$ cat config.mk
export PLATFORM = sky130hd
export DESIGN_NAME = rc_frame_receiver_with_failsafe
export DESIGN_NICKNAME = d
export VERILOG_FILES = /design/src/hw/rtl/rcfr_pkg.sv /design/src/hw/rtl/rcfr_cfg_regs.sv /design/src/hw/rtl/rcfr_core.sv /design/src/hw/rtl/rcfr_out_stage.sv /design/src/hw/rtl/rc_frame_receiver_with_failsafe.sv
export VERILOG_INCLUDE_DIRS = /design/src /design/src/hw/rtl
export SDC_FILE = /design/constraint.sdc
export NUM_CORES = 1
export LEC_CHECK = 0
export ABC_AREA = 1
export BUFFER_PORTS_ARGS = -buffer_cell sky130_fd_sc_hd__buf_2
export CAP_MARGIN = 20
export CORE_ASPECT_RATIO = 1.5
export CORE_UTILIZATION = 58
export DETAILED_ROUTE_END_ITERATION = 16
export HOLD_SLACK_MARGIN = 0.08
export PLACE_DENSITY = 0.78
export SETUP_SLACK_MARGIN = 0.05
export SYNTH_ARGS = -nofsm -noshare
export SYNTH_HDL_FRONTEND = slang
export SYNTH_HIERARCHICAL = 1
export SYNTH_SLANG_ARGS = --single-unit
$ cat constraint.sdc
create_clock -name clk -period 6.35 [get_ports clk]
set_input_delay 0.3175 -clock clk [delete_from_list [all_inputs] [get_ports clk]]
set_output_delay 0.3175 -clock clk [all_outputs]
set_load 0.01 [all_outputs]
$ cat src/hw/rtl/assert_macros.svh
// Assertion macros shared by the receiver RTL.
`ifndef ASSERT_MACROS_SVH
`define ASSERT_MACROS_SVH

// Check a condition at every clock edge outside reset.
`define ASSERT_ALWAYS(label, cond, msg) \
  label: assert property (@(posedge clk) disable iff (rst) (cond)) else $error(msg);

// Check that a condition in one cycle implies another in the next cycle.
`define ASSERT_NEXT(label, ante, cons, msg) \
  label: assert property (@(posedge clk) disable iff (rst) (ante) |=> (cons)) else $error(msg);

`endif

$ cat src/hw/rtl/rcfr_pkg.sv
// Package: word types, register codes and channel scaling for the frame receiver.
`timescale 1ns / 1ps
package rcfr_pkg;

  localparam int STORED_BYTES_DEF = 7;
  localparam int STORE_DEPTH      = 7;
  localparam int CFG_IDX_W        = 2;

  localparam logic CMD_BYTE = 1'b0;
  localparam logic CMD_TICK = 1'b1;

  localparam logic [CFG_IDX_W-1:0] REG_HEADER  = 2'd0;
  localparam logic [CFG_IDX_W-1:0] REG_TAIL    = 2'd1;
  localparam logic [CFG_IDX_W-1:0] REG_TIMEOUT = 2'd2;

  localparam logic [7:0]  HEADER_RESET  = 8'h66;
  localparam logic [7:0]  TAIL_RESET    = 8'h99;
  localparam logic [7:0]  TIMEOUT_RESET = 8'd30;
  localparam logic [10:0] CHANNEL_BASE  = 11'd1000;

  typedef struct packed {
    logic       command;
    logic [7:0] rx_byte;
  } in_t;

  typedef struct packed {
    logic        link_up;
    logic        wifi_in_control;
    logic        frame_decoded;
    logic [10:0] roll_out;
    logic [10:0] pitch_out;
    logic [10:0] throttle_out;
    logic [10:0] yaw_out;
    logic [7:0]  aux_switch;
    logic [7:0]  good_frame_count;
  } out_t;

  typedef struct packed {
    logic [7:0] header_byte;
    logic [7:0] tail_byte;
    logic [7:0] link_timeout;
  } cfg_t;

  // 1000 + floor(b * 1000 / 256): constant multiply, then a shift.
  function automatic logic [10:0] scale_channel(input logic [7:0] b);
    logic [17:0] prod;
    prod = 18'(b) * 18'd1000;
    return CHANNEL_BASE + 11'(prod >> 8);
  endfunction

endpackage

$ cat src/hw/rtl/rcfr_cfg_regs.sv
// Configuration registers of the frame receiver.
`timescale 1ns / 1ps
module rcfr_cfg_regs
  import rcfr_pkg::*;
(
  input  logic                 clk,
  input  logic                 rst,
  input  logic                 cfg_valid,
  output logic                 cfg_ready,
  input  logic [CFG_IDX_W-1:0] cfg_index,
  input  logic [7:0]           cfg_data,
  output cfg_t                 cfg
);

  cfg_t regs;

  assign cfg_ready = 1'b1;
  assign cfg       = regs;

  always_ff @(posedge clk) begin
    if (rst) begin
      regs.header_byte  <= HEADER_RESET;
      regs.tail_byte    <= TAIL_RESET;
      regs.link_timeout <= TIMEOUT_RESET;
    end else if (cfg_valid && cfg_ready) begin
      unique case (cfg_index)
        REG_HEADER:  regs.header_byte  <= cfg_data;
        REG_TAIL:    regs.tail_byte    <= cfg_data;
        REG_TIMEOUT: regs.link_timeout <= cfg_data;
        default: ;
      endcase
    end
  end

endmodule

$ cat src/hw/rtl/rcfr_core.sv
// Deframer, miss counter and channel decode; updates state once per word.
`timescale 1ns / 1ps
module rcfr_core
  import rcfr_pkg::*;
#(
  parameter int STORED_BYTES = STORED_BYTES_DEF
) (
  input  logic clk,
  input  logic rst,
  input  cfg_t cfg,
  input  logic fire,
  input  in_t  item,
  output out_t result
);

  localparam logic [2:0] LAST_POS = 3'(STORED_BYTES - 1);

  logic        in_frame, in_frame_next;
  logic [2:0]  stored_count, stored_count_next;
  logic [7:0]  frame_store [STORE_DEPTH];
  logic        store_we;
  logic [7:0]  miss_counter, miss_counter_next;
  logic [7:0]  miss_inc;
  logic        connected, connected_next;
  logic        source_wifi, source_wifi_next;
  logic [10:0] roll_reg, roll_reg_next;
  logic [10:0] pitch_reg, pitch_reg_next;
  logic [10:0] throttle_reg, throttle_reg_next;
  logic [10:0] yaw_reg, yaw_reg_next;
  logic [7:0]  aux_reg, aux_reg_next;
  logic [7:0]  decoded_count, decoded_count_next;
  logic        decode;

  always_comb begin
    in_frame_next      = in_frame;
    stored_count_next  = stored_count;
    store_we           = 1'b0;
    miss_counter_next  = miss_counter;
    connected_next     = connected;
    source_wifi_next   = source_wifi;
    roll_reg_next      = roll_reg;
    pitch_reg_next     = pitch_reg;
    throttle_reg_next  = throttle_reg;
    yaw_reg_next       = yaw_reg;
    aux_reg_next       = aux_reg;
    decoded_count_next = decoded_count;
    decode             = 1'b0;
    miss_inc           = miss_counter + 8'd1;

    if (fire) begin
      if (item.command == CMD_BYTE) begin
        if (!in_frame) begin
          if (item.rx_byte == cfg.header_byte) begin
            in_frame_next     = 1'b1;
            stored_count_next = 3'd0;
          end
        end else begin
          store_we = 1'b1;
          if (stored_count == LAST_POS) begin
            in_frame_next     = 1'b0;
            stored_count_next = 3'd0;
            if (item.rx_byte == cfg.tail_byte) begin
              miss_counter_next = 8'd0;
            end
          end else begin
            stored_count_next = stored_count + 3'd1;
          end
        end
      end else begin
        miss_counter_next = miss_inc;
        if (miss_inc == 8'd1) begin
          decode             = 1'b1;
          roll_reg_next      = scale_channel(frame_store[0]);
          pitch_reg_next     = scale_channel(frame_store[1]);
          throttle_reg_next  = scale_channel(frame_store[2]);
          yaw_reg_next       = scale_channel(frame_store[3]);
          aux_reg_next       = frame_store[4];
          decoded_count_next = decoded_count + 8'd1;
          connected_next     = 1'b1;
          source_wifi_next   = 1'b1;
        end
        // Drop after any decode on the same tick.
        if (miss_inc >= cfg.link_timeout) begin
          miss_counter_next = 8'd1;
          connected_next    = 1'b0;
          source_wifi_next  = 1'b0;
        end
      end
    end
  end

  always_ff @(posedge clk) begin
    if (rst) begin
      in_frame      <= 1'b0;
      stored_count  <= 3'd0;
      miss_counter  <= 8'd0;
      connected     <= 1'b0;
      source_wifi   <= 1'b0;
      roll_reg      <= CHANNEL_BASE;
      pitch_reg     <= CHANNEL_BASE;
      throttle_reg  <= CHANNEL_BASE;
      yaw_reg       <= CHANNEL_BASE;
      aux_reg       <= 8'd0;
      decoded_count <= 8'd0;
      for (int i = 0; i < STORE_DEPTH; i++) begin
        frame_store[i] <= 8'd0;
      end
    end else begin
      in_frame      <= in_frame_next;
      stored_count  <= stored_count_next;
      miss_counter  <= miss_counter_next;
      connected     <= connected_next;
      source_wifi   <= source_wifi_next;
      roll_reg      <= roll_reg_next;
      pitch_reg     <= pitch_reg_next;
      throttle_reg  <= throttle_reg_next;
      yaw_reg       <= yaw_reg_next;
      aux_reg       <= aux_reg_next;
      decoded_count <= decoded_count_next;
      if (store_we) begin
        frame_store[stored_count] <= item.rx_byte;
      end
    end
  end

  always_comb begin
    result.link_up          = connected_next;
    result.wifi_in_control  = source_wifi_next;
    result.frame_decoded    = decode;
    result.roll_out         = roll_reg_next;
    result.pitch_out        = pitch_reg_next;
    result.throttle_out     = throttle_reg_next;
    result.yaw_out          = yaw_reg_next;
    result.aux_switch       = aux_reg_next;
    result.good_frame_count = decoded_count_next;
  end

`include "assert_macros.svh"

  `ASSERT_ALWAYS(a_idle_count_zero, in_frame || stored_count == 3'd0, "count set while idle")
  `ASSERT_ALWAYS(a_link_source_match, connected == source_wifi, "link and source disagree")
  `ASSERT_NEXT(a_decode_counts, decode, decoded_count == $past(decoded_count) + 8'd1, "count missed")

endmodule

$ cat src/hw/rtl/rcfr_out_stage.sv
// Result register with stall hold for the frame receiver.
`timescale 1ns / 1ps
module rcfr_out_stage
  import rcfr_pkg::*;
(
  input  logic clk,
  input  logic rst,
  input  logic load,
  input  out_t result,
  output logic take,
  output logic out_valid,
  input  logic out_stall,
  output out_t out_word
);

  // Free when empty or when the held word leaves this edge.
  assign take = !out_valid || !out_stall;

  always_ff @(posedge clk) begin
    if (rst) begin
      out_valid <= 1'b0;
    end else if (take) begin
      out_valid <= load;
    end
  end

  always_ff @(posedge clk) begin
    if (take && load) begin
      out_word <= result;
    end
  end

endmodule

$ cat src/hw/rtl/rc_frame_receiver_with_failsafe.sv
// Top level of the link-frame receiver with failsafe.
`timescale 1ns / 1ps
//
//  channel | handshake            | word / fields
//  --------+----------------------+------------------------------------------
//  in      | in_valid, in_stall   | in_word: command, rx_byte
//  out     | out_valid, out_stall | out_word: link flags, four channels, aux,
//          |                      |   good-frame count
//  cfg     | cfg_valid, cfg_ready | cfg_index (0 header, 1 tail, 2 timeout),
//          |                      |   cfg_data
//
// One word per cycle sustained while out_stall stays low; a taken word passes
// the input register, then decode logic into the result register.
// Reset (rst, synchronous) clears the frame store, counters, held channels
// (to 1000) and the registers to their defaults; no clearing pass follows.
// A stalled result holds the result register; the input register keeps
// accepting until it too is full, then in_stall rises.
// The config port never stalls; write it only while no words are in flight.
module rc_frame_receiver_with_failsafe
  import rcfr_pkg::*;
#(
  parameter int STORED_BYTES = STORED_BYTES_DEF
) (
  input  logic                 clk,
  input  logic                 rst,
  input  logic                 in_valid,
  output logic                 in_stall,
  input  in_t                  in_word,
  output logic                 out_valid,
  input  logic                 out_stall,
  output out_t                 out_word,
  input  logic                 cfg_valid,
  output logic                 cfg_ready,
  input  logic [CFG_IDX_W-1:0] cfg_index,
  input  logic [7:0]           cfg_data
);

  cfg_t cfg;
  in_t  held;
  logic held_valid;
  logic take;
  logic advance;
  logic in_load;
  out_t result;

  rcfr_cfg_regs u_cfg (
    .clk       (clk),
    .rst       (rst),
    .cfg_valid (cfg_valid),
    .cfg_ready (cfg_ready),
    .cfg_index (cfg_index),
    .cfg_data  (cfg_data),
    .cfg       (cfg)
  );

  // Advance the held word into the core when the result register is free.
  assign advance  = held_valid && take;
  assign in_stall = held_valid && !take;
  assign in_load  = in_valid && !in_stall;

  always_ff @(posedge clk) begin
    if (rst) begin
      held_valid <= 1'b0;
    end else if (in_load) begin
      held_valid <= 1'b1;
    end else if (advance) begin
      held_valid <= 1'b0;
    end
  end

  // Hold the payload while stalled; capture a fresh word on accept.
  always_ff @(posedge clk) begin
    if (in_load) begin
      held <= in_word;
    end
  end

  rcfr_core #(
    .STORED_BYTES (STORED_BYTES)
  ) u_core (
    .clk    (clk),
    .rst    (rst),
    .cfg    (cfg),
    .fire   (advance),
    .item   (held),
    .result (result)
  );

  rcfr_out_stage u_out (
    .clk       (clk),
    .rst       (rst),
    .load      (advance),
    .result    (result),
    .take      (take),
    .out_valid (out_valid),
    .out_stall (out_stall),
    .out_word  (out_word)
  );

`include "assert_macros.svh"

  `ASSERT_NEXT(a_held_kept, held_valid && !take, held_valid, "held word lost")
  `ASSERT_NEXT(a_advance_shows, advance, out_valid, "advanced word not shown")
  `ASSERT_NEXT(a_out_hold, out_valid && out_stall, out_valid && $stable(out_word), "stalled word changed")

endmodule

==> qor.yml <==
cts_tree: "built"
outcome: "finished clean"
critical_path_class: "flip-flop to flip-flop"
place.gp.congestion: 0.8744
wl_microns: 31110
reg2regPathDepth: 20
path_cells: "inv_1 -> fa_1 -> fa_1 -> fa_1 -> fa_1 -> inv_1 -> ha_1 -> nand2_1 -> inv_1 -> a21oi_1 -> nand3_1 -> nand2_1 -> inv_1 -> ha_1 -> nor2_1 -> nand2_1 -> nor2_1 -> nand3_1 -> nand3_1 -> inv_1"
synth_top_area_cell: "edfxtp_1"
via_per_inst: 5.170
rows: 72
worstPathArrival_ps: 5050
first_iter_violations: 525
grt_max_degree: 64
drv_slew: 0
hpwlAfterDp_microns: 24090
netlist-cell-type-count: 43
final_hold_viol_count: 0
r2r_end: "u_out/out_word[47]"
holdPathEnd: "u_cfg/cfg[21]"
post_cts_buffers: 0
p_per_area_nw_per_um2: 272.2
worst_pin_slew_ps: 907.5
syn_to_final_growth_pct: 10.10
initial_core_util_pct: 58.93
path_buf_inv: 5
cp.required_ps: 6620
postSynthAreaPerCell_sq_um: 8.259
antenna_found_initial: 0
die_h_microns: 199.8
layout_commonest_cell: "nand2_1"
synth_edf_count: 112
fillCellCount: 2144
cts.sinks: 212
hold_buffers: 16
min_period_ps: 4774
yosys_warnings: 6
finClkSkew_ps: 11.37
synthCells: 1832
end_kind: "flip-flop"
cts-root-buf: "clkbuf_16"
maxCapViolCount: 0
cp-start-kind: "flip-flop"
synth_flop_cell: "edfxtp_1"
clkLatencyLatePin_ps: 520
core_sq_um: 25670
synth_area_sq_um: 15130
worstHoldStart: "cfg_data[5]"
slew_headroom_pct: 39.50
peakVddDrop_uv: 238.3
hold_path_depth: 3
yosysSeqAreaShare_pct: 35.46
grt_pass1_vias: 11440
io_pins: 90
synth-seq-cells: 212
slowest_delay_ps: 550
drc: 0
cts_buffers: 21
path_common_cell: "inv_1"
grt_overflow: 0
port_buffers: 88
worst_hold_path_type: "input pin to flip-flop"
dieWidth_microns: 133.9
grt_first_pass_wirelength_microns: 51690
cts_resized: 0
final_cell_mix: "nand2_1, inv_1, ha_1, nor2_1, nand3_1"
detail_route.wl_per_cell_microns: 13.66
synth_nets: 2099
h-tree-depth: 1
drive_gt1_share_pct: 7.866
largest_register: "u_out/out_word"
ys_async_sr_fraction_pct: 0
setup_viol: 0
num-nets-final: 2197
num_antenna_cells: 0
die-area_sq_um: 26750
p_leak_nw: 8.492
grt_use_total_pct: 23.94
whs_ps: 100.1
largest_reg_flops: 63
fin_crit_sh_pct: 75.19
path_clk_slew_ps: 60
ant_nets: 0
fmax_mhz: 209.5
clock_tree.buffer_depth: 3
vias: 11780
finalSetupTns_ps: 0
slowest_stage: "fa_1"
r2r_start: "u_core/frame_store[1][2]"
first_pass_iters: 4
crit_path_max_fanout: 6
crit_family: "adder cells"
yosys.area.top_type_share_pct: 22.23
ys_top_cells_by_area: "edfxtp_1, ha_1, dfxtp_1, fa_1, nand2_1"
rsz0062_at_grt: "no"
r2r_slack_ps: 1580
## layout make-up
type	instances	area, sq um	share of cell area [%]
Inverter	398	1499	8.998
Timing Repair Buffer	109	638.1	3.831
Clock buffer	27	548.0	3.290
Tap cell	333	416.7	2.501
Sequential cell	212	5365	32.21
Clock inverter	11	118.9	0.7135
Multi-Input combinational cell	1188	8073	48.46
## tightest hold or removal path: stages
cell and delay, ps:
buf_2 120, nand3_1 80, nand3_1 70
## cell families after synthesis
logic type | share of synthesized area [%]
and+or+nand+nor | 21.14
buffers and inverters | 11.26
adders and majority gates | 24.06
DFF | 35.46
AOI/OAI and AO/OA | 6.086
xor gates and xnor gates | 1.968
other | 0.02478
## per-layer routing
layer	vias up	part of all wire, %	track usage [%]	routed length (microns)
li1	5970	-	-	-
met1	5449	40	26.48	12290
met2	293	53	46.31	16530
met3	65	4.0	2.601	1259
met4	0	3.3	9.386	1021
met5	-	0	0	0
## Yosys cell counts, drive strengths merged, types with 9 or more instances
master and instances:
nand4 27, or2 17, buf 21, dfxtp 100, xor2 27, nor3 9
clkbuf 13, edfxtp 112, fa 80, a211oi 26, inv 393, ha 163
nand2 397, o21ai 45, nand3 133, a21oi 71, nor2 161
## stage by stage
step	cells	worst slack, ps	instance area (sq um)	power, mW	utilization (%)
3_3_place_gp	2224	1718	15830	3.277	61.66
3_5_place_dp	2224	1594	15830	3.320	61.66
5_1_grt	2278	1215	16660	4.901	64.88
4_1_cts	2278	1573	16660	4.565	64.88
6_report	2278	1576	16660	4.535	64.88
2_1_floorplan	1832	1921	15130	2.945	-
## worst max-delay path by stage
stage	startpoint	to	slack (ps)	cells after the start
6_report	u_core/frame_store[1][2]	u_out/out_word[47]	1580	20
5_1_grt	u_core/frame_store[1][2]	u_out/out_word[47]	1210	21
4_1_cts	u_core/frame_store[1][2]	u_out/out_word[47]	1570	20
3_5_place_dp	u_core/frame_store[1][2]	u_out/out_word[47]	1590	20
3_3_place_gp	u_core/frame_store[1][0]	u_out/out_word[47]	1720	22
2_1_floorplan	u_core/frame_store[1][2]	u_out/out_word[47]	1920	20
## power by group
part,leakage [nW],switching [mW],internal (mW),total [mW]
logic,6.28,1.13,0.613,1.75
clock network,0.324,0.517,0.699,1.22
registers,1.89,0.0417,1.53,1.57
total,8.49,1.69,2.84,4.53
No activity file was read; power rests on OpenSTA's default activity.
